File: config.mk
export PLATFORM = sky130hd
export DESIGN_NAME = stc_lane
export DESIGN_NICKNAME = d
export VERILOG_FILES = /design/src/rtl/servo_teach_replay_controller_assert.svh /design/src/rtl/stc_pkg.sv /design/src/rtl/stc_lane.sv
export SDC_FILE = /design/constraint.sdc
export NUM_CORES = 1
export LEC_CHECK = 0
export BUFFER_PORTS_ARGS = -buffer_cell sky130_fd_sc_hd__buf_2
export CORE_ASPECT_RATIO = 1.25
export CORE_MARGIN = 2
export CORE_UTILIZATION = 43
export CTS_CLUSTER_DIAMETER = 60
export DETAILED_ROUTE_END_ITERATION = 12
export GPL_TIMING_DRIVEN = 0
export PLACE_DENSITY = 0.74
export SYNTH_ARGS = -nofsm -noshare
export SYNTH_HDL_FRONTEND = slang
export SYNTH_SLANG_ARGS = --single-unit
File: constraint.sdc
create_clock -name clock -period 4.72 [get_ports clock]
set_clock_uncertainty 0.05 [all_clocks]
set_input_delay 0 -clock clock [delete_from_list [all_inputs] [get_ports clock]]
set_output_delay 0 -clock clock [all_outputs]
set_load 0.02 [all_outputs]
File: src/rtl/servo_teach_replay_controller_assert.svh
// Assertion macros for the servo teach and replay controller.
// Needs nothing; the top level takes it by include.
`ifndef SERVO_TEACH_REPLAY_CONTROLLER_ASSERT_SVH
`define SERVO_TEACH_REPLAY_CONTROLLER_ASSERT_SVH

// same-cycle implication
`define STC_ASSERT_NOW(label, clk, rst, ante, cons) \
   label: assert property (@(posedge clk) disable iff (rst) (ante) |-> (cons)) \
      else $error("servo controller: same-cycle check failed");

// next-cycle implication
`define STC_ASSERT_NEXT(label, clk, rst, ante, cons) \
   label: assert property (@(posedge clk) disable iff (rst) (ante) |=> (cons)) \
      else $error("servo controller: next-cycle check failed");

`endif

File: src/rtl/stc_pkg.sv
// Shared types, codes and constants of the servo teach and replay controller.
// Depends on nothing; the other files that use it refer to it by scoped names.
`timescale 1ns / 1ps

package stc_pkg;

   localparam int FRAME_DEPTH_DEFAULT = 128;
   localparam int NUM_LANES           = 4;
   localparam int SAMPLE_W            = 12;
   localparam int COMPARE_W           = 15;
   localparam int CSR_INDEX_W         = 8;
   localparam int CLAW_LANE           = 3;

   // 20000 - 500
   localparam logic [COMPARE_W-1:0] COMPARE_TOP  = 15'd19500;
   localparam logic [6:0]           SCALE_FACTOR = 7'd125;

   localparam logic [SAMPLE_W-1:0] JOINT_BAND_RESET   = 12'd200;
   localparam logic [SAMPLE_W-1:0] CLAW_LIVE_RESET    = 12'd100;
   localparam logic [SAMPLE_W-1:0] CLAW_RECORD_RESET  = 12'd200;
   localparam logic [SAMPLE_W-1:0] CLAW_RELEASE_RESET = 12'd3048;

   typedef logic [SAMPLE_W-1:0]  sample_type;
   typedef logic [COMPARE_W-1:0] compare_type;

   typedef enum logic [2:0] {
      CMD_LIVE         = 3'd0,
      CMD_START_RECORD = 3'd1,
      CMD_RECORD       = 3'd2,
      CMD_START_REPLAY = 3'd3,
      CMD_REPLAY_TICK  = 3'd4
   } command_type;

   typedef enum logic [1:0] {
      ST_OK        = 2'd0,
      ST_FULL      = 2'd1,
      ST_EXHAUSTED = 2'd2
   } status_type;

   typedef enum logic [CSR_INDEX_W-1:0] {
      CSR_JOINT_DEADBAND  = 8'd0,
      CSR_CLAW_LIVE       = 8'd1,
      CSR_CLAW_RECORD     = 8'd2,
      CSR_CLAW_RELEASE    = 8'd3
   } csr_index_type;

   typedef struct packed {
      sample_type  sample;
      compare_type compare;
   } lane_type;

   typedef struct packed {
      logic       from_frame;
      status_type status;
      logic       last_frame;
      logic       claw_released;
      logic [7:0] frames_stored;
   } rsp_ctl_type;

endpackage

File: src/rtl/stc_lane.sv
// One servo channel: held sample, deadband test and compare computation.
// Depends on stc_pkg.
`timescale 1ns / 1ps

module stc_lane #(
   parameter bit IS_CLAW = 1'b0
) (
   input  logic                clock,
   input  logic                reset,
   input  logic                sample_en,
   input  stc_pkg::sample_type sample,
   input  stc_pkg::sample_type band,
   output stc_pkg::lane_type   lane_next
);

   stc_pkg::lane_type   lane_ff;
   stc_pkg::lane_type   lane_in;
   stc_pkg::sample_type delta;
   logic [18:0]         product;
   logic [10:0]         offset;

   always_comb begin
      delta   = (sample > lane_ff.sample) ? (sample - lane_ff.sample)
                                          : (lane_ff.sample - sample);
      product = 19'(sample) * 19'(stc_pkg::SCALE_FACTOR);
      offset  = IS_CLAW ? {1'b0, product[18:9]} : product[18:8];
      lane_in = lane_ff;
      if (sample_en && (delta > band)) begin
         lane_in.sample  = sample;
         lane_in.compare = stc_pkg::COMPARE_TOP - 15'(offset);
      end
   end

   always_ff @(posedge clock) begin
      if (reset) begin
         lane_ff <= '0;
      end else begin
         lane_ff <= lane_in;
      end
   end

   assign lane_next = lane_in;

endmodule

# [After elaboration in Yosys (flattened, before gate mapping)]
# Cells that the tools add are included.
[classes] reduce_logical=1 eq_ne=0 bitwise=0 n_lt_le_gt_ge=2 div_mod_pow=0 add_sub_neg=3 mul=1 n_mux=2 shift=0
[op_table] operator="2-to-1 mux 27 bit" count=1
[op_table] operator="greater-than comparator 12 bit" count=2
[op_table] operator="subtractor 12 bit" count=2
[op_table] operator="multiplier 12 x 7 -> 19 bit (second input constant)" count=1
[op_table] operator="subtractor 15 x 11 -> 15 bit (first input constant)" count=1
[op_table] operator="2-to-1 mux 12 bit" count=1
[op_table] operator="logical AND 1 bit" count=1
[totals] out_inout_bits=27 memories=0 mem_bits_ro=0 ramBits=0 in_bits=27 latch_bits=0 wordCells=11 register_bits=27

# [Logic depth before layout (Yosys ltp)]
[depth] depth_word=5 depth_mapped=23 depth_no_buf=21

# [Worst setup path before layout]
# Ideal clock, no wire load.
[synth_path] path_kind="input to register" start="in sample[5]" end="reg lane_ff[9] (netlist bit)" path_buffers=0 arrival_ns=4.436 setup_slack_ns=0.112 stages=15 required_ns=4.548 setup_time_ns=0.122 path_cell_list="inv_1 > fa_1 > fa_1 > fa_1 > fa_1 > inv_1 > ha_1 > a211o_1 > a311o_1 > o211ai_2 > nand2b_2 > a311oi_2 > a21boi_4 > a2111oi_1 > a311o_1"
[synth_between] elab_chain_cells=5 word_cells_on_any_way=9 classes_between="add/sub: 3; mul: 1; order compare: 2; mux: 2; reduce/logical: 1"
[synth_rtl] element="start: declaration" line="stc_lane.sv:11" source="input stc_pkg::sample_type sample,"
[synth_rtl] element="parallel branches: the longest is 4 deep, another holds multiplier 12 x 7 -> 19 bit"
[synth_rtl] element="2-to-1 mux 27 bit *" line="stc_lane.sv:28" source="if (sample_en && (delta > band)) begin"
[synth_rtl] element="end signal: assignment" line="stc_lane.sv:38" source="lane_ff <= lane_in;"
[synth_rtl] element="end: declaration" line="stc_lane.sv:16" source="stc_pkg::lane_type lane_ff;"
# Every way passes the cells marked *.
# A chain may end at the register's enable or synchronous reset.

==> impl_metrics.py <==
metrics = {
    "global_route": {
        "grt_antenna_before_repair": 0,
        "globalRouteOverflowTotal": 0,
        "grt_first_pass_wirelength_um": 19800,
        "largest_net_degree_at_the_start_of_global_routing": 18,
        "vias_in_the_first_global_route": 4293,
        "track_usage_pct": 21.6,
    },
    "sta": {
        "slew_violations": 0,
        "max_freq_mhz": 207,
        "setup_viol": 6,
        "timing.final.crit_period_ps": 4830,
        "slew-limit-headroom_pct": 62.3,
        "rsz0062_at_grt": "true",
        "timing_worst_slew_pin_value_ps": 565,
        "report.final.hold_viol_count": 0,
        "postLayoutSetupSlackWorst_ps": -107,
        "final_min_period_over_clock_period_pct": 102,
    },
    "clock_tree": {
        "tritoncts": "done",
        "clock_pin_slew_reported_for_the_worst_setup_and_hold_paths_after_clock_tree_synthesis_ps": 70,
        "htree_num_levels": 1,
        "cts_max_path_buffers": 2,
        "clock_insertion_delay_worst_skew_ps": 270,
        "post_cts_hold_buffer_count": 0,
        "cts_buffers": 3,
        "clockRootBuffer": "sky130_fd_sc_hd__clkbuf_16",
        "clkSinkCount": 27,
    },
    "finish": {
        "nets": 765,
        "layout.cells.most_common": "sky130_fd_sc_hd__inv_1",
        "fill_cells": 902,
        "layout_cell_share_with_drive_strength_beyond_1_pct": 31.3,
        "biggest_register": "lane_ff",
        "finish.instance_area_mm2": 0.00595,
        "largest_reg_flops": 27,
        "largestRegisters": "lane_ff: 27 flops",
        "highest_count_cells_in_the_layout_ignoring_fill_and_taps": "sky130_fd_sc_hd__inv_1 (80), sky130_fd_sc_hd__ha_1 (63), sky130_fd_sc_hd__buf_4 (41)",
        "layout-area-overhead-vs-synth_pct": 30.1,
    },
    "die": {
        "floorplan.die_area_mm2": 0.0115,
        "core_area_mm2": 0.0105,
        "die_w_um": 96.2,
        "start_util_pct": 43.7,
        "chipHeight_um": 119,
        "placementRows": 42,
        "top_level_ports": 54,
    },
    "synthesis": {
        "post_synth.cell_area_avg_um2": 8.61,
        "synth_enable_flop_cells": 0,
        "postSynthRegisterBits": 27,
        "postSynth.asyncResetShare_pct": 0,
        "syn-cell-area_mm2": 0.00457,
        "synth_nets": 675,
        "ys_dominant_reg_cell": "sky130_fd_sc_hd__dfxtp_1",
        "syn_inst": 531,
        "ys.warnings.count": 0,
        "synth.yosys.seq_area_share_pct": 11.8,
        "synth_cell_types": 65,
    },
    "min_path": {
        "hp-class": "in2reg",
        "timing.hold.worst_path_depth": 4,
        "worst_hold_path_ep": "lane_ff[16]$_SDFF_PP0_",
        "worst_hold_startpoint": "sample[1]",
    },
    "setup_path": {
        "r2r_start": "lane_ff[26]$_SDFF_PP0_",
        "crit_path_end_kind": "output port",
        "worst-endpoint-required_ps": 4670,
        "critical_path.startpoint_type": "primary input",
        "crit_chain": "buf_12, clkinvlp_4, fa_1, fa_1, inv_1, fa_1, inv_1, fa_1, inv_1, ha_2, a211o_1, a311o_1, o211ai_2, nand2b_4, a311oi_4, a21boi_4, nor2_1, a221o_2, buf_6",
        "reg2reg_setup_slack_ps": 340,
        "critical_path_buf_inv_count": 6,
        "timing.reg2reg.worst_path_depth": 20,
        "worst_r2r_endpoint": "lane_ff[9]$_SDFF_PP0_",
        "critical_path_arrival_ps": 4780,
        "crit_path_frequent_cell": "sky130_fd_sc_hd__fa_1",
        "critical_path_s_largest_stage_delay_ps": 510,
        "timing.critical_path.slowest_stage_cell": "sky130_fd_sc_hd__fa_1",
        "path_delay_family": "adder cells",
        "timing_worst_setup_path_type": "in2out",
        "critical_path_peak_fanout": 5,
    },
    "placed_design": {
        "worst_slack_placed_ps": -676,
        "placed_cell_area_mm2": 0.00500,
        "placement.io_buffers": 52,
        "hpwl_um": 9220,
        "globalplace.congestion": 0.848,
    },
    "route": {
        "drt-wirelength-per-cell_um": 16.9,
        "antenna_left": 0,
        "routed-via-count": 4176,
        "drt_first_iter_violations": 232,
        "drc_errors": 0,
        "via_per_inst": 5.55,
        "detail_route.first_pass.iterations": 4,
        "drt_wl_total_um": 12700,
    },
    "run_status": {
        "run_status": "finished, violations left",
        "failed_checks": "negative setup slack",
    },
    "job": {
        "reported_max_cap_violation_count": 0,
    },
}
worst max path at each step:
stage / slack (ps) / cells past startpoint / startpoint / endpoint
after CTS: -2 / 19 / sample[4] / lane_next[8]
after detailed placement: -680 / 22 / sample[5] / lane_ff[22]$_SDFF_PP0_
final: -110 / 19 / sample[5] / lane_next[7]
after floorplan: 110 / 15 / sample[5] / lane_ff[9]$_SDFF_PP0_
after global placement: -600 / 22 / sample[2] / lane_ff[22]$_SDFF_PP0_
after global routing: -310 / 19 / sample[5] / lane_next[7]
routing by layer:
layer / GRT usage, % / vias up / wire length (um)
met5: 0 / - / 0
met4: 4.20 / 0 / 290
met3: 3.10 / 34 / 623
met2: 39.6 / 122 / 6910
met1: 26.2 / 2033 / 4880
li1: - / 1987 / -
synthesized netlist by cell type (9+ instances only):
cell type / instances / area, um2
sky130_fd_sc_hd__inv_1: 91 / 342
sky130_fd_sc_hd__ha_1: 78 / 976
sky130_fd_sc_hd__fa_1: 39 / 781
sky130_fd_sc_hd__a21oi_1: 29 / 145
sky130_fd_sc_hd__and2_1: 28 / 175
sky130_fd_sc_hd__dfxtp_1: 27 / 541
sky130_fd_sc_hd__nand2_1: 25 / 93.8
sky130_fd_sc_hd__nor2_1: 25 / 93.8
sky130_fd_sc_hd__o21ai_0: 24 / 120
sky130_fd_sc_hd__xnor2_1: 16 / 140
sky130_fd_sc_hd__xor2_1: 10 / 87.6
sky130_fd_sc_hd__clkbuf_1: 9 / 33.8
worst register-to-register path: stages, from the launching register on:
cell and delay [ps]:
sky130_fd_sc_hd__dfxtp_1 310, sky130_fd_sc_hd__inv_1 80, sky130_fd_sc_hd__ha_4 310, sky130_fd_sc_hd__nand4_1 120
sky130_fd_sc_hd__or4_4 510, sky130_fd_sc_hd__o221a_4 160, sky130_fd_sc_hd__buf_8 170, sky130_fd_sc_hd__mux2i_4 200
sky130_fd_sc_hd__a211oi_2 250, sky130_fd_sc_hd__o21bai_2 120, sky130_fd_sc_hd__a21oi_2 160, sky130_fd_sc_hd__xnor2_1 80
sky130_fd_sc_hd__ha_1 300, sky130_fd_sc_hd__nand4_1 100, sky130_fd_sc_hd__or2_4 270, sky130_fd_sc_hd__o21ai_2 200
sky130_fd_sc_hd__a21o_2 180, sky130_fd_sc_hd__buf_4 150, sky130_fd_sc_hd__nor2_1 60, sky130_fd_sc_hd__and4_2 250
sky130_fd_sc_hd__a311o_1 260
cell type report:
class | instances | area, um2 | share of cell area (%)
multi-input cells | 399 | 4060 | 68.3
repair buffers | 87 | 616 | 10.3
flip-flops and latches | 27 | 542 | 9.10
inverters | 91 | 358 | 6.01
well taps | 132 | 165 | 2.78
plain buffers | 12 | 120 | 2.02
clock buffers | 3 | 75.1 | 1.26
clock inverters | 1 | 8.76 | 0.147
diodes | 1 | 2.50 | 0.0421
cells by family after synthesis:
kind of cell	count (synthesis)	synth area share, %
compound gates	120	18.2
simple gates	122	13.9
xor+xnor	26	4.98
flops	27	11.8
mux	14	3.28
fa+ha+maj	117	38.4
buf+inv	105	9.38
through the flow:
| stage | TNS, ps | instances | hold slack (ps) | utilization (%) |
|---|---|---|---|---|
| global placement | -21490 | 715 | 406 | 47.8 |
| CTS | -2.27 | 739 | 103 | 53.4 |
| floorplan | 0 | 531 | 218 | - |
| detailed placement | -25340 | 715 | 415 | 47.8 |
| finish | -256 | 753 | 100 | 56.9 |
| global route | -2460 | 752 | 142 | 56.9 |
what timing repair did:
action | in CTS | in global routing
endpoints found under the setup margin | 50 | 47
gates resized for setup | 83 | 69
pin swaps | 19 | 36
gates cloned | 0 | 0
setup buffers | 22 | 14
Power is left out: the tool's default activity adds up to more than one toggle a clock period on the data nets, which glitch-free logic cannot reach.
