[src/rtl/servo_teach_replay_controller_assert.svh]
// Assertion macros for the servo teach and replay controller.
// Needs nothing; the top level takes it by include.
`ifndef SERVO_TEACH_REPLAY_CONTROLLER_ASSERT_SVH
`define SERVO_TEACH_REPLAY_CONTROLLER_ASSERT_SVH

// same-cycle implication
`define STC_ASSERT_NOW(label, clk, rst, ante, cons) \
   label: assert property (@(posedge clk) disable iff (rst) (ante) |-> (cons)) \
      else $error("servo controller: same-cycle check failed");

// next-cycle implication
`define STC_ASSERT_NEXT(label, clk, rst, ante, cons) \
   label: assert property (@(posedge clk) disable iff (rst) (ante) |=> (cons)) \
      else $error("servo controller: next-cycle check failed");

`endif

[src/rtl/stc_pkg.sv]
// Shared types, codes and constants of the servo teach and replay controller.
// Depends on nothing; the other files that use it refer to it by scoped names.
`timescale 1ns / 1ps

package stc_pkg;

   localparam int FRAME_DEPTH_DEFAULT = 128;
   localparam int NUM_LANES           = 4;
   localparam int SAMPLE_W            = 12;
   localparam int COMPARE_W           = 15;
   localparam int CSR_INDEX_W         = 8;
   localparam int CLAW_LANE           = 3;

   // 20000 - 500
   localparam logic [COMPARE_W-1:0] COMPARE_TOP  = 15'd19500;
   localparam logic [6:0]           SCALE_FACTOR = 7'd125;

   localparam logic [SAMPLE_W-1:0] JOINT_BAND_RESET   = 12'd200;
   localparam logic [SAMPLE_W-1:0] CLAW_LIVE_RESET    = 12'd100;
   localparam logic [SAMPLE_W-1:0] CLAW_RECORD_RESET  = 12'd200;
   localparam logic [SAMPLE_W-1:0] CLAW_RELEASE_RESET = 12'd3048;

   typedef logic [SAMPLE_W-1:0]  sample_type;
   typedef logic [COMPARE_W-1:0] compare_type;

   typedef enum logic [2:0] {
      CMD_LIVE         = 3'd0,
      CMD_START_RECORD = 3'd1,
      CMD_RECORD       = 3'd2,
      CMD_START_REPLAY = 3'd3,
      CMD_REPLAY_TICK  = 3'd4
   } command_type;

   typedef enum logic [1:0] {
      ST_OK        = 2'd0,
      ST_FULL      = 2'd1,
      ST_EXHAUSTED = 2'd2
   } status_type;

   typedef enum logic [CSR_INDEX_W-1:0] {
      CSR_JOINT_DEADBAND  = 8'd0,
      CSR_CLAW_LIVE       = 8'd1,
      CSR_CLAW_RECORD     = 8'd2,
      CSR_CLAW_RELEASE    = 8'd3
   } csr_index_type;

   typedef struct packed {
      sample_type  sample;
      compare_type compare;
   } lane_type;

   typedef struct packed {
      logic       from_frame;
      status_type status;
      logic       last_frame;
      logic       claw_released;
      logic [7:0] frames_stored;
   } rsp_ctl_type;

endpackage

[src/rtl/stc_if.sv]


interface stc_rsp_if;
   logic                    valid;
   logic                    ready;
   stc_pkg::compare_type    base_compare;
   stc_pkg::compare_type    shoulder_compare;
   stc_pkg::compare_type    elbow_compare;
   stc_pkg::compare_type    claw_compare;
   logic                    claw_released;
   logic [7:0]              frames_stored;
   logic [1:0]              status;
   logic                    last_frame;

   modport source (output valid, base_compare, shoulder_compare, elbow_compare,
                   claw_compare, claw_released, frames_stored, status, last_frame,
                   input ready);
   modport sink (input valid, base_compare, shoulder_compare, elbow_compare,
                 claw_compare, claw_released, frames_stored, status, last_frame,
                 output ready);
endinterface


[src/rtl/stc_merge.sv]
// Result stage: registers the lane compares and status, and picks the
// stored frame on a replay beat. Depends on stc_pkg and stc_if.
`timescale 1ns / 1ps

module stc_merge (
   input  logic                                           clock,
   input  logic                                           reset,
   input  logic                                           load,
   input  stc_pkg::compare_type [stc_pkg::NUM_LANES-1:0]  lane_cmp,
   input  stc_pkg::rsp_ctl_type                           ctl,
   input  stc_pkg::compare_type [stc_pkg::NUM_LANES-1:0]  frame_data,
   output logic                                           stage_free,
   stc_rsp_if.source                                      rsp
);

   logic                                          valid_ff;
   logic                                          valid_in;
   stc_pkg::compare_type [stc_pkg::NUM_LANES-1:0] cmp_ff;
   stc_pkg::rsp_ctl_type                          ctl_ff;
   stc_pkg::compare_type [stc_pkg::NUM_LANES-1:0] shown;

   always_comb begin
      stage_free = !valid_ff || rsp.ready;
      valid_in   = load || (valid_ff && !rsp.ready);
      shown      = ctl_ff.from_frame ? frame_data : cmp_ff;
   end

   always_ff @(posedge clock) begin
      if (reset) begin
         valid_ff <= 1'b0;
      end else begin
         valid_ff <= valid_in;
      end
   end

   always_ff @(posedge clock) begin
      if (load) begin
         cmp_ff <= lane_cmp;
         ctl_ff <= ctl;
      end
   end

   assign rsp.valid            = valid_ff;
   assign rsp.base_compare     = shown[0];
   assign rsp.shoulder_compare = shown[1];
   assign rsp.elbow_compare    = shown[2];
   assign rsp.claw_compare     = shown[3];
   assign rsp.claw_released    = ctl_ff.claw_released;
   assign rsp.frames_stored    = ctl_ff.frames_stored;
   assign rsp.status           = ctl_ff.status;
   assign rsp.last_frame       = ctl_ff.last_frame;

endmodule

[src/flat_wrapper.sv]
// flat-port wrapper written by rule: the top's interface ports become plain ports
module stc_merge_flat 
  (clock, reset, load, lane_cmp, ctl, frame_data, stage_free, rsp_valid, rsp_base_compare, rsp_shoulder_compare, rsp_elbow_compare, rsp_claw_compare, rsp_claw_released, rsp_frames_stored, rsp_status, rsp_last_frame, rsp_ready);
  stc_rsp_if rsp_i ();
  input  logic clock;
  input  logic reset;
  input  logic load;
  input  stc_pkg::compare_type [stc_pkg::NUM_LANES-1:0] lane_cmp;
  input  stc_pkg::rsp_ctl_type ctl;
  input  stc_pkg::compare_type [stc_pkg::NUM_LANES-1:0] frame_data;
  output logic stage_free;
  output wire logic [$bits(rsp_i.valid)-1:0] rsp_valid;
  output wire logic [$bits(rsp_i.base_compare)-1:0] rsp_base_compare;
  output wire logic [$bits(rsp_i.shoulder_compare)-1:0] rsp_shoulder_compare;
  output wire logic [$bits(rsp_i.elbow_compare)-1:0] rsp_elbow_compare;
  output wire logic [$bits(rsp_i.claw_compare)-1:0] rsp_claw_compare;
  output wire logic [$bits(rsp_i.claw_released)-1:0] rsp_claw_released;
  output wire logic [$bits(rsp_i.frames_stored)-1:0] rsp_frames_stored;
  output wire logic [$bits(rsp_i.status)-1:0] rsp_status;
  output wire logic [$bits(rsp_i.last_frame)-1:0] rsp_last_frame;
  input wire logic [$bits(rsp_i.ready)-1:0] rsp_ready;
  assign rsp_valid = rsp_i.valid;
  assign rsp_base_compare = rsp_i.base_compare;
  assign rsp_shoulder_compare = rsp_i.shoulder_compare;
  assign rsp_elbow_compare = rsp_i.elbow_compare;
  assign rsp_claw_compare = rsp_i.claw_compare;
  assign rsp_claw_released = rsp_i.claw_released;
  assign rsp_frames_stored = rsp_i.frames_stored;
  assign rsp_status = rsp_i.status;
  assign rsp_last_frame = rsp_i.last_frame;
  assign rsp_i.ready = rsp_ready;
  stc_merge u_core (.clock(clock), .reset(reset), .load(load), .lane_cmp(lane_cmp), .ctl(ctl), .frame_data(frame_data), .stage_free(stage_free), .rsp(rsp_i));
endmodule
[config.mk]
export PLATFORM = sky130hd
export DESIGN_NAME = stc_merge_flat
export DESIGN_NICKNAME = d
export VERILOG_FILES = /design/src/rtl/servo_teach_replay_controller_assert.svh /design/src/rtl/stc_pkg.sv /design/src/rtl/stc_if.sv /design/src/rtl/stc_merge.sv /design/src/flat_wrapper.sv
export SDC_FILE = /design/constraint.sdc
export NUM_CORES = 1
export LEC_CHECK = 0
export BUFFER_PORTS_ARGS = -buffer_cell sky130_fd_sc_hd__buf_2
export CAP_MARGIN = 20
export CORE_MARGIN = 1.5
export CORE_UTILIZATION = 46
export CTS_CLUSTER_SIZE = 28
export DETAILED_ROUTE_END_ITERATION = 16
export GPL_ROUTABILITY_DRIVEN = 0
export MAX_ROUTING_LAYER = met4
export PLACE_DENSITY_LB_ADDON = 0.2
export SKIP_CTS_REPAIR_TIMING = 1
export SLEW_MARGIN = 40
export SYNTH_ARGS = -nofsm -noshare
export SYNTH_HDL_FRONTEND = slang
export SYNTH_SLANG_ARGS = --single-unit
export TNS_END_PERCENT = 5
[constraint.sdc]
create_clock -name clock -period 3.4 [get_ports clock]
set_input_delay 0.51 -clock clock [delete_from_list [all_inputs] [get_ports clock]]
set_output_delay 0.51 -clock clock [all_outputs]
set_load 0.01 [all_outputs]
# [Word-level counts from Yosys, hierarchy flattened]
# Index checks and enable logic that the tools add are counted.
[op_classes] reduce_logical=5 mux=1
[op_table] cell="60-bit two-way mux" n=1
[op_table] cell="1-bit logical NOT" n=2
[op_table] cell="1-bit logical OR" n=2
[op_table] cell="1-bit logical AND" n=1
[totals] out_inout_bits=74 regBits=74

# [Logic depth before layout (Yosys ltp)]
# Gate-level depths: netlist of run 1.
[depth] ltp_word=3 depth_mapped=3 mapped_depth_nobuf=2

# [Worst setup path before layout of run 1]
# Ideal clock, no wire load.
[synth_path] path_kind="reg2out" from="register u_core.ctl_ff[12] (netlist name)" to="output rsp_base_compare[0]" path_stages_with_launch=4 arrival_time_ns=0.973 slack_ns=1.917 required_ns=2.890 path_cell_list="edfxtp_1 buf_6 buf_12 mux2_4"
[synth_between] elab_chain_cells=1
[synth_rtl] element="start: declaration" line_no="stc_merge.sv:19" rtl="stc_pkg::rsp_ctl_type ctl_ff;"
[synth_rtl] element="start signal: assignment" line_no="stc_merge.sv:39" rtl="ctl_ff <= ctl;"
[synth_rtl] element="60-bit two-way mux" line_no="stc_merge.sv:25" rtl="shown = ctl_ff.from_frame ? frame_data : cmp_ff;"
[synth_rtl] element="end: declaration" line_no="flat_wrapper.sv:13" rtl="output wire logic [$bits(rsp_i.base_compare)-1:0] rsp_base_compare;"
# No other way between the ends.

# [Worst setup path in the final report of run 1]
[layout_path] from="register u_core.ctl_ff[12] (netlist name)" to="output rsp_elbow_compare[8]"
[layout_between] elab_chain_cells=1
[layout_rtl] element="60-bit two-way mux" line_no="stc_merge.sv:25"
[layout_rtl] element="end: declaration" line_no="flat_wrapper.sv:15" rtl="output wire logic [$bits(rsp_i.elbow_compare)-1:0] rsp_elbow_compare;"
# No other way between the ends.

==> qor.yml, run 1 <==
outcome:
  status: "complete, no violations"
logic_synthesis:
  synth_top_area_cell: "edfxtp_1"
  synth_nets: 291
  syn_avg_cell_area_um2: 21.7
  yosys_warnings: 0
  ys_ff_latch: 74
  yosys-top-cells-area: "edfxtp_1 (66%), mux2_4 (27%), buf_12 (3.6%), buf_4 (2.3%), dfxtp_1 (0.60%)"
  ys_seq_area_share_pct: 66.3
  syn_inst: 154
  synth.distinct_cells: 9
  synth_top_area_share_pct: 65.7
  synth_area_um2: 3330
placement:
  dp_hpwl_um: 5330
  portBuffers: 210
global_route:
  antenna_found_initial: 0
  grt_overflow: 0
  first_global_vias: 2047
  grt_use_total_pct: 17.4
  grt_pass1_wl_um: 9520
  grt_max_degree: 49
worst_setup_path:
  cp.arrival_ns: 1.72
  rr_startpoint: "u_core.rsp.valid"
  regToRegSetupSlack_ns: 2.81
  timing.rr.end: "u_core.rsp.valid"
  criticalPathCategory: "flop to output port"
  crit_start: "u_core.ctl_ff[12]"
  cp-end-kind: "output port"
  cp_slowest_cell: "buf_4"
  max_stage_delay_ns: 0.54
  cp_num_buf_inv: 2
  crit_chain: "buf_4 > mux2_4 > buf_2"
  r2r_cells: 2
  cp.required_ns: 2.89
  crit_fanout: 37
  path_delay_family: "buffers and inverters"
  start_kind: "flop"
cells_and_area:
  final_cell_mix: "buf_2 (210), edfxtp_1 (73), mux2_4 (60)"
  nFillCells: 564
  multiInputGateArea_um2: 912
  drive_gt1_share_pct: 77.8
  antenna_cells: 0
  regArea_um2: 2210
  nets: 498
  layout-area-overhead-vs-synth_pct: 35.9
  final_common_cell: "buf_2"
die:
  floorplan.initialDensity_pct: 48.3
  coreArea_um2: 6910
  num_io_pins: 211
  die_h_um: 88.1
  rows: 30
  fp.dieArea_um2: 7770
  die_w_um: 88.1
sta:
  hold_viol_final: 0
  slew_headroom_pct: 56.4
  finalCritPeriodShare_pct: 65.7
  max_freq_mhz: 448
  rsz0062_at_grt: "no"
  fin_crit_ns: 2.23
  tightest_slew_ns: 0.654
  fin_worst_skew_ns: 0
  final.setup.tns_ns: 0
  finalMaxSlewViolations: 0
  finalSetupViolCount: 0
route:
  drc_errors: 0
  wl_um: 6910
  drt_pre_antenna_iters: 6
  num_vias: 2068
  wire_per_inst_um: 15.0
  detail-route-antenna-nets: 0
  via_per_inst: 4.49
  drtIter0Drc: 43
cts:
  clockRootBuffer: "clkbuf_8"
  cts.sinks: 74
  htreeDepth: 3
  numCtsBuffers: 9
  clock_latency_ns: 0.32
  cts_tree: "done"
  clock_path_buffers: 2
  path_clk_slew_ns: 0.07
worst_hold_path:
  hold_depth: 2
  hold_start: "reset"
  hold_class: "primary input to flop"
  min_to: "u_core.rsp.valid"
pwr:
  p_leak_nw: 2.17
  power_w: 0.00218
  power_density_nw_per_um2: 482
  vdd_drop_max_v: 0.000284
job:
  max_cap_violations: 0
[how the worst max path moves through the flow]
stage / endpoint / slack, ns / cells past startpoint
floorplan: rsp_base_compare[0] / 1.92 / 3
global placement: rsp_elbow_compare[8] / 1.53 / 3
detailed placement: rsp_elbow_compare[8] / 1.50 / 3
CTS: rsp_elbow_compare[8] / 1.14 / 3
global route: rsp_elbow_compare[8] / 1.08 / 3
finish: rsp_elbow_compare[8] / 1.17 / 3
[per-layer routing]
layer	track usage (%)	up-vias	routed length [um]
li1	-	995	-
met1	20.2	934	2640
met2	28.8	129	3520
met3	5.00	10	630
met4	6.39	0	119
met5	-	-	0
[logic make-up after synthesis]
| kind of cell | after synthesis | synth area share [%] |
|---|---|---|
| and+or+nand+nor | 1 | 0.188 |
| DFF | 74 | 66.3 |
| muxes | 60 | 27.0 |
| AOI/OAI and AO/OA | 1 | 0.150 |
| buffers and inverters | 18 | 6.30 |
[through the flow]
stage	cells	cell area [um2]	hold slack, ns	util [%]	worst slack [ns]
after floorplan	154	3330	0.579	-	1.92
final	461	4530	0.330	65.6	1.17
after global routing	461	4530	0.316	65.6	1.08
after detailed placement	446	4330	0.488	62.8	1.50
after CTS	461	4530	0.316	65.6	1.14
after global placement	446	4330	0.476	62.8	1.53
[worst register-to-register path, stage by stage, from the launching register on]
cell      delay, ns
dfxtp_1        0.33
nand2b_1       0.07
a21oi_1        0.14
[report_power, final]
group / switching [W] / internal, W / total, W
sequential: 0.0000221 / 0.00108 / 0.00110
clock: 0.000286 / 0.000405 / 0.000691
combinational: 0.000159 / 0.000229 / 0.000388
[cells in the mapped netlist]
| cell | count |
|---|---|
| edfxtp_1 | 73 |
| buf_6 | 1 |
| nand2b_1 | 1 |
| inv_1 | 1 |
| mux2_4 | 60 |
| buf_4 | 10 |
| buf_12 | 6 |
| a21oi_1 | 1 |
| dfxtp_1 | 1 |
[registers in the layout (all words and copies together) (netlist names)]
name	flops
u_core.cmp_ff	60
u_core.ctl_ff	1
u_core.rsp.claw_released	1
u_core.rsp.frames_stored	8
u_core.rsp.last_frame	1
u_core.rsp.status	2
u_core.rsp.valid	1
[layout make-up]
| type | instances | area share, % |
|---|---|---|
| tap | 96 | 2.65 |
| inverter | 1 | 0.0828 |
| multi-input combinational | 62 | 20.1 |
| timing repair buffer | 213 | 24.0 |
| clock inverter | 4 | 1.49 |
| sequential | 74 | 48.8 |
| clock buffer | 11 | 2.90 |
Note: power is estimated with default switching activity, not from simulation.
==> run 2: changes to the inputs <==
CORE_UTILIZATION = 43   (was 46)
clock period = 2.1 ns   (was 3.4 ns; I/O delays follow)
==> run 2 against run 1 <==
Compared with the run above: sequential share of layout area is 0.15 points higher; final cell count is 1.1% higher; hold slack worse by 0.20 ns; count of clock-buffer cells in the layout is 4 higher; final area is 0.30% lower; worst setup slack worse by 0.93 ns; sequential power is 63% higher; core utilization is 4.3 points lower; combinational power is 64% higher; via count is 0.87% higher; critical path depth stayed put; clock skew stayed put; largest power group unchanged.
==> qor.yml, run 2 (synthesized netlist as in run 1, its figures left out) <==
die:
  coreArea_um2: 7370  # was 6910 um2
  die_w_um: 91.1  # was 88.1 um
  num_io_pins: 211  # unchanged
  fp.dieArea_um2: 8290  # was 7770 um2
  rows: 31  # was 30
  floorplan.initialDensity_pct: 45.2  # was 48.3%
  die_h_um: 91.1  # was 88.1 um
worst_setup_path:
  cp.arrival_ns: 1.55  # was 1.72 ns
  crit_start: "u_core.ctl_ff[12]"  # unchanged
  crit_fanout: 33  # was 37
  rr_startpoint: "u_core.rsp.valid"  # unchanged
  cp.required_ns: 1.78  # was 2.89 ns
  criticalPathCategory: "flop to output port"  # unchanged
  cp-end-kind: "output port"  # unchanged
  start_kind: "flop"  # unchanged
global_route:
  grt_use_total_pct: 16.6  # was 17.4%
  met1_usage_pct: 17.6  # was 20.2%
  use_met3_pct: 5.03  # was 5.00%
  antenna_found_initial: 0  # unchanged
  first_global_vias: 2079  # was 2047
  grt_pass1_wl_um: 10100  # was 9520 um
  use_met2_pct: 27.8  # was 28.8%
  grt_overflow: 0  # unchanged
  grt_max_degree: 39  # was 49
  busiest_layer: "met2"  # unchanged
pwr:
  swShare_pct: 22.6  # was 21.4%
  p_leak_nw: 2.16  # was 2.17 nW
  internal-power_w: 0.00259  # was 0.00172 W
  p_clk_share_pct: 27.7  # was 31.7%
  power_density_nw_per_um2: 741  # was 482 nW/um2
  p_seq_share_pct: 53.4  # was 50.6%
  vdd_drop_max_v: 0.000546  # was 0.000284 V
  switchingPower_w: 0.000756  # was 0.000468 W
  p_comb_share_pct: 19.0  # was 17.8%
sta:
  finalMaxSlewViolations: 0  # unchanged
  fin_crit_ns: 1.86
  rsz0062_at_grt: "no"  # unchanged
  slew_headroom_pct: 67.4  # was 56.4%
  holdWs_ns: 0.133  # was 0.330 ns
  final.setup.tns_ns: 0  # unchanged
  finalSetupViolCount: 0  # unchanged
  hold_viol_final: 0  # unchanged
  max_freq_mhz: 537
  finalCritPeriodShare_pct: 88.6
  fin_worst_skew_ns: 0  # unchanged
  tightest_slew_ns: 0.489  # was 0.654 ns
cells_and_area:
  antenna_cells: 0  # unchanged
  largest_register: "u_core.cmp_ff"  # unchanged
  nFillCells: 615  # was 564
  largest_reg_flops: 60  # unchanged
  multiInputGateArea_um2: 912  # unchanged
  drive_gt1_share_pct: 77.7  # was 77.8%
  layout-area-overhead-vs-synth_pct: 35.5  # was 35.9%
  final_common_cell: "buf_2"  # unchanged
  regArea_um2: 2210  # unchanged
  final_cell_mix: "buf_2 (210), edfxtp_1 (73), mux2_4 (60)"  # unchanged
  nets: 499  # was 498
  fin_cells: 466  # was 461
cts:
  htreeDepth: 3  # unchanged
  path_clk_slew_ns: 0.07  # about the same
  clock_path_buffers: 2  # unchanged
  cts.sinks: 74  # unchanged
  clock_latency_ns: 0.32  # about the same
  numCtsBuffers: 9  # unchanged
  cts_tree: "done"  # unchanged
  clockRootBuffer: "clkbuf_8"  # unchanged
route:
  via_per_inst: 4.48  # was 4.49
  drc_errors: 0  # unchanged
  wire_per_inst_um: 14.6  # was 15.0 um
  drt_pre_antenna_iters: 4  # was 6
  num_vias: 2086  # was 2068
  drtIter0Drc: 68  # was 43
  wl_um: 6800  # was 6910 um
  detail-route-antenna-nets: 0  # unchanged
placement:
  dp_hpwl_um: 5300  # was 5330 um
  dp_cells: 450  # was 446
  portBuffers: 210  # unchanged
outcome:
  status: "complete, no violations"  # unchanged
job:
  max_cap_violations: 0  # unchanged
worst_hold_path:
  hold_start: "reset"  # unchanged
  hold_class: "primary input to flop"  # unchanged
[run 2: changes by cell type in the layout (fill, tap and decap cells not counted)]
| cell | before | now |
|---|---|---|
| buf_12 | 1 | 2 |
| bufinv_16 | 2 | 0 |
| clkbuf_1 | 2 | 5 |
| clkbuf_8 | 9 | 10 |
| clkinv_1 | 2 | 0 |
| clkinv_2 | 0 | 1 |
[run 2: layout make-up]
type,instances,area share [%]
clock buffers,15,3.46
inverters,1,0.0831
well taps,99,2.74
multi-input cells,62,20.2
flip-flops and latches,74,48.9
repair buffers,214,24.5
clock inverters,1,0.111
[run 2: path summary, 6_finish.rpt]
path | end | slack, ns | cells after the start
max | rsp_shoulder_compare[10] | 0.24 | 3
min | u_core.rsp.valid | 0.13 | 2
max reg2reg | u_core.rsp.valid | 1.49 | 2
min reg2reg | u_core.rsp.valid | 0.51 | 2
[run 2: critical path: stages, from the launching register on]
cell and delay, ns:
edfxtp_1 0.44, buf_12 0.27, mux2_4 0.33, buf_2 0.14
[run 2: metrics by stage]
stage	area, um2	setup slack [ns]	utilization (%)	power (W)
after floorplan	3330	0.812	-	0.00220
after global placement	4360	0.602	59.1	0.00245
after detailed placement	4360	0.590	59.1	0.00246
after CTS	4520	0.211	61.3	0.00339
after global routing	4520	0.157	61.3	0.00349
final	4520	0.239	61.3	0.00335
[run 2: metal layers]
| layer | share of wire [%] | wire length (um) |
|---|---|---|
| met1 | 38 | 2560 |
| met2 | 51 | 3490 |
| met3 | 9.1 | 619 |
| met4 | 2.0 | 135 |
| met5 | 0 | 0 |
[run 2: power groups by stage]
stage          sequential [W]  combinational (W)  clock [W]
4_1_cts               0.00179           0.000643   0.000964
2_1_floorplan         0.00181           0.000391          0
3_5_place_dp          0.00182           0.000641          0
5_1_grt               0.00180           0.000678    0.00102
3_3_place_gp          0.00182           0.000632          0
6_report              0.00179           0.000635   0.000926
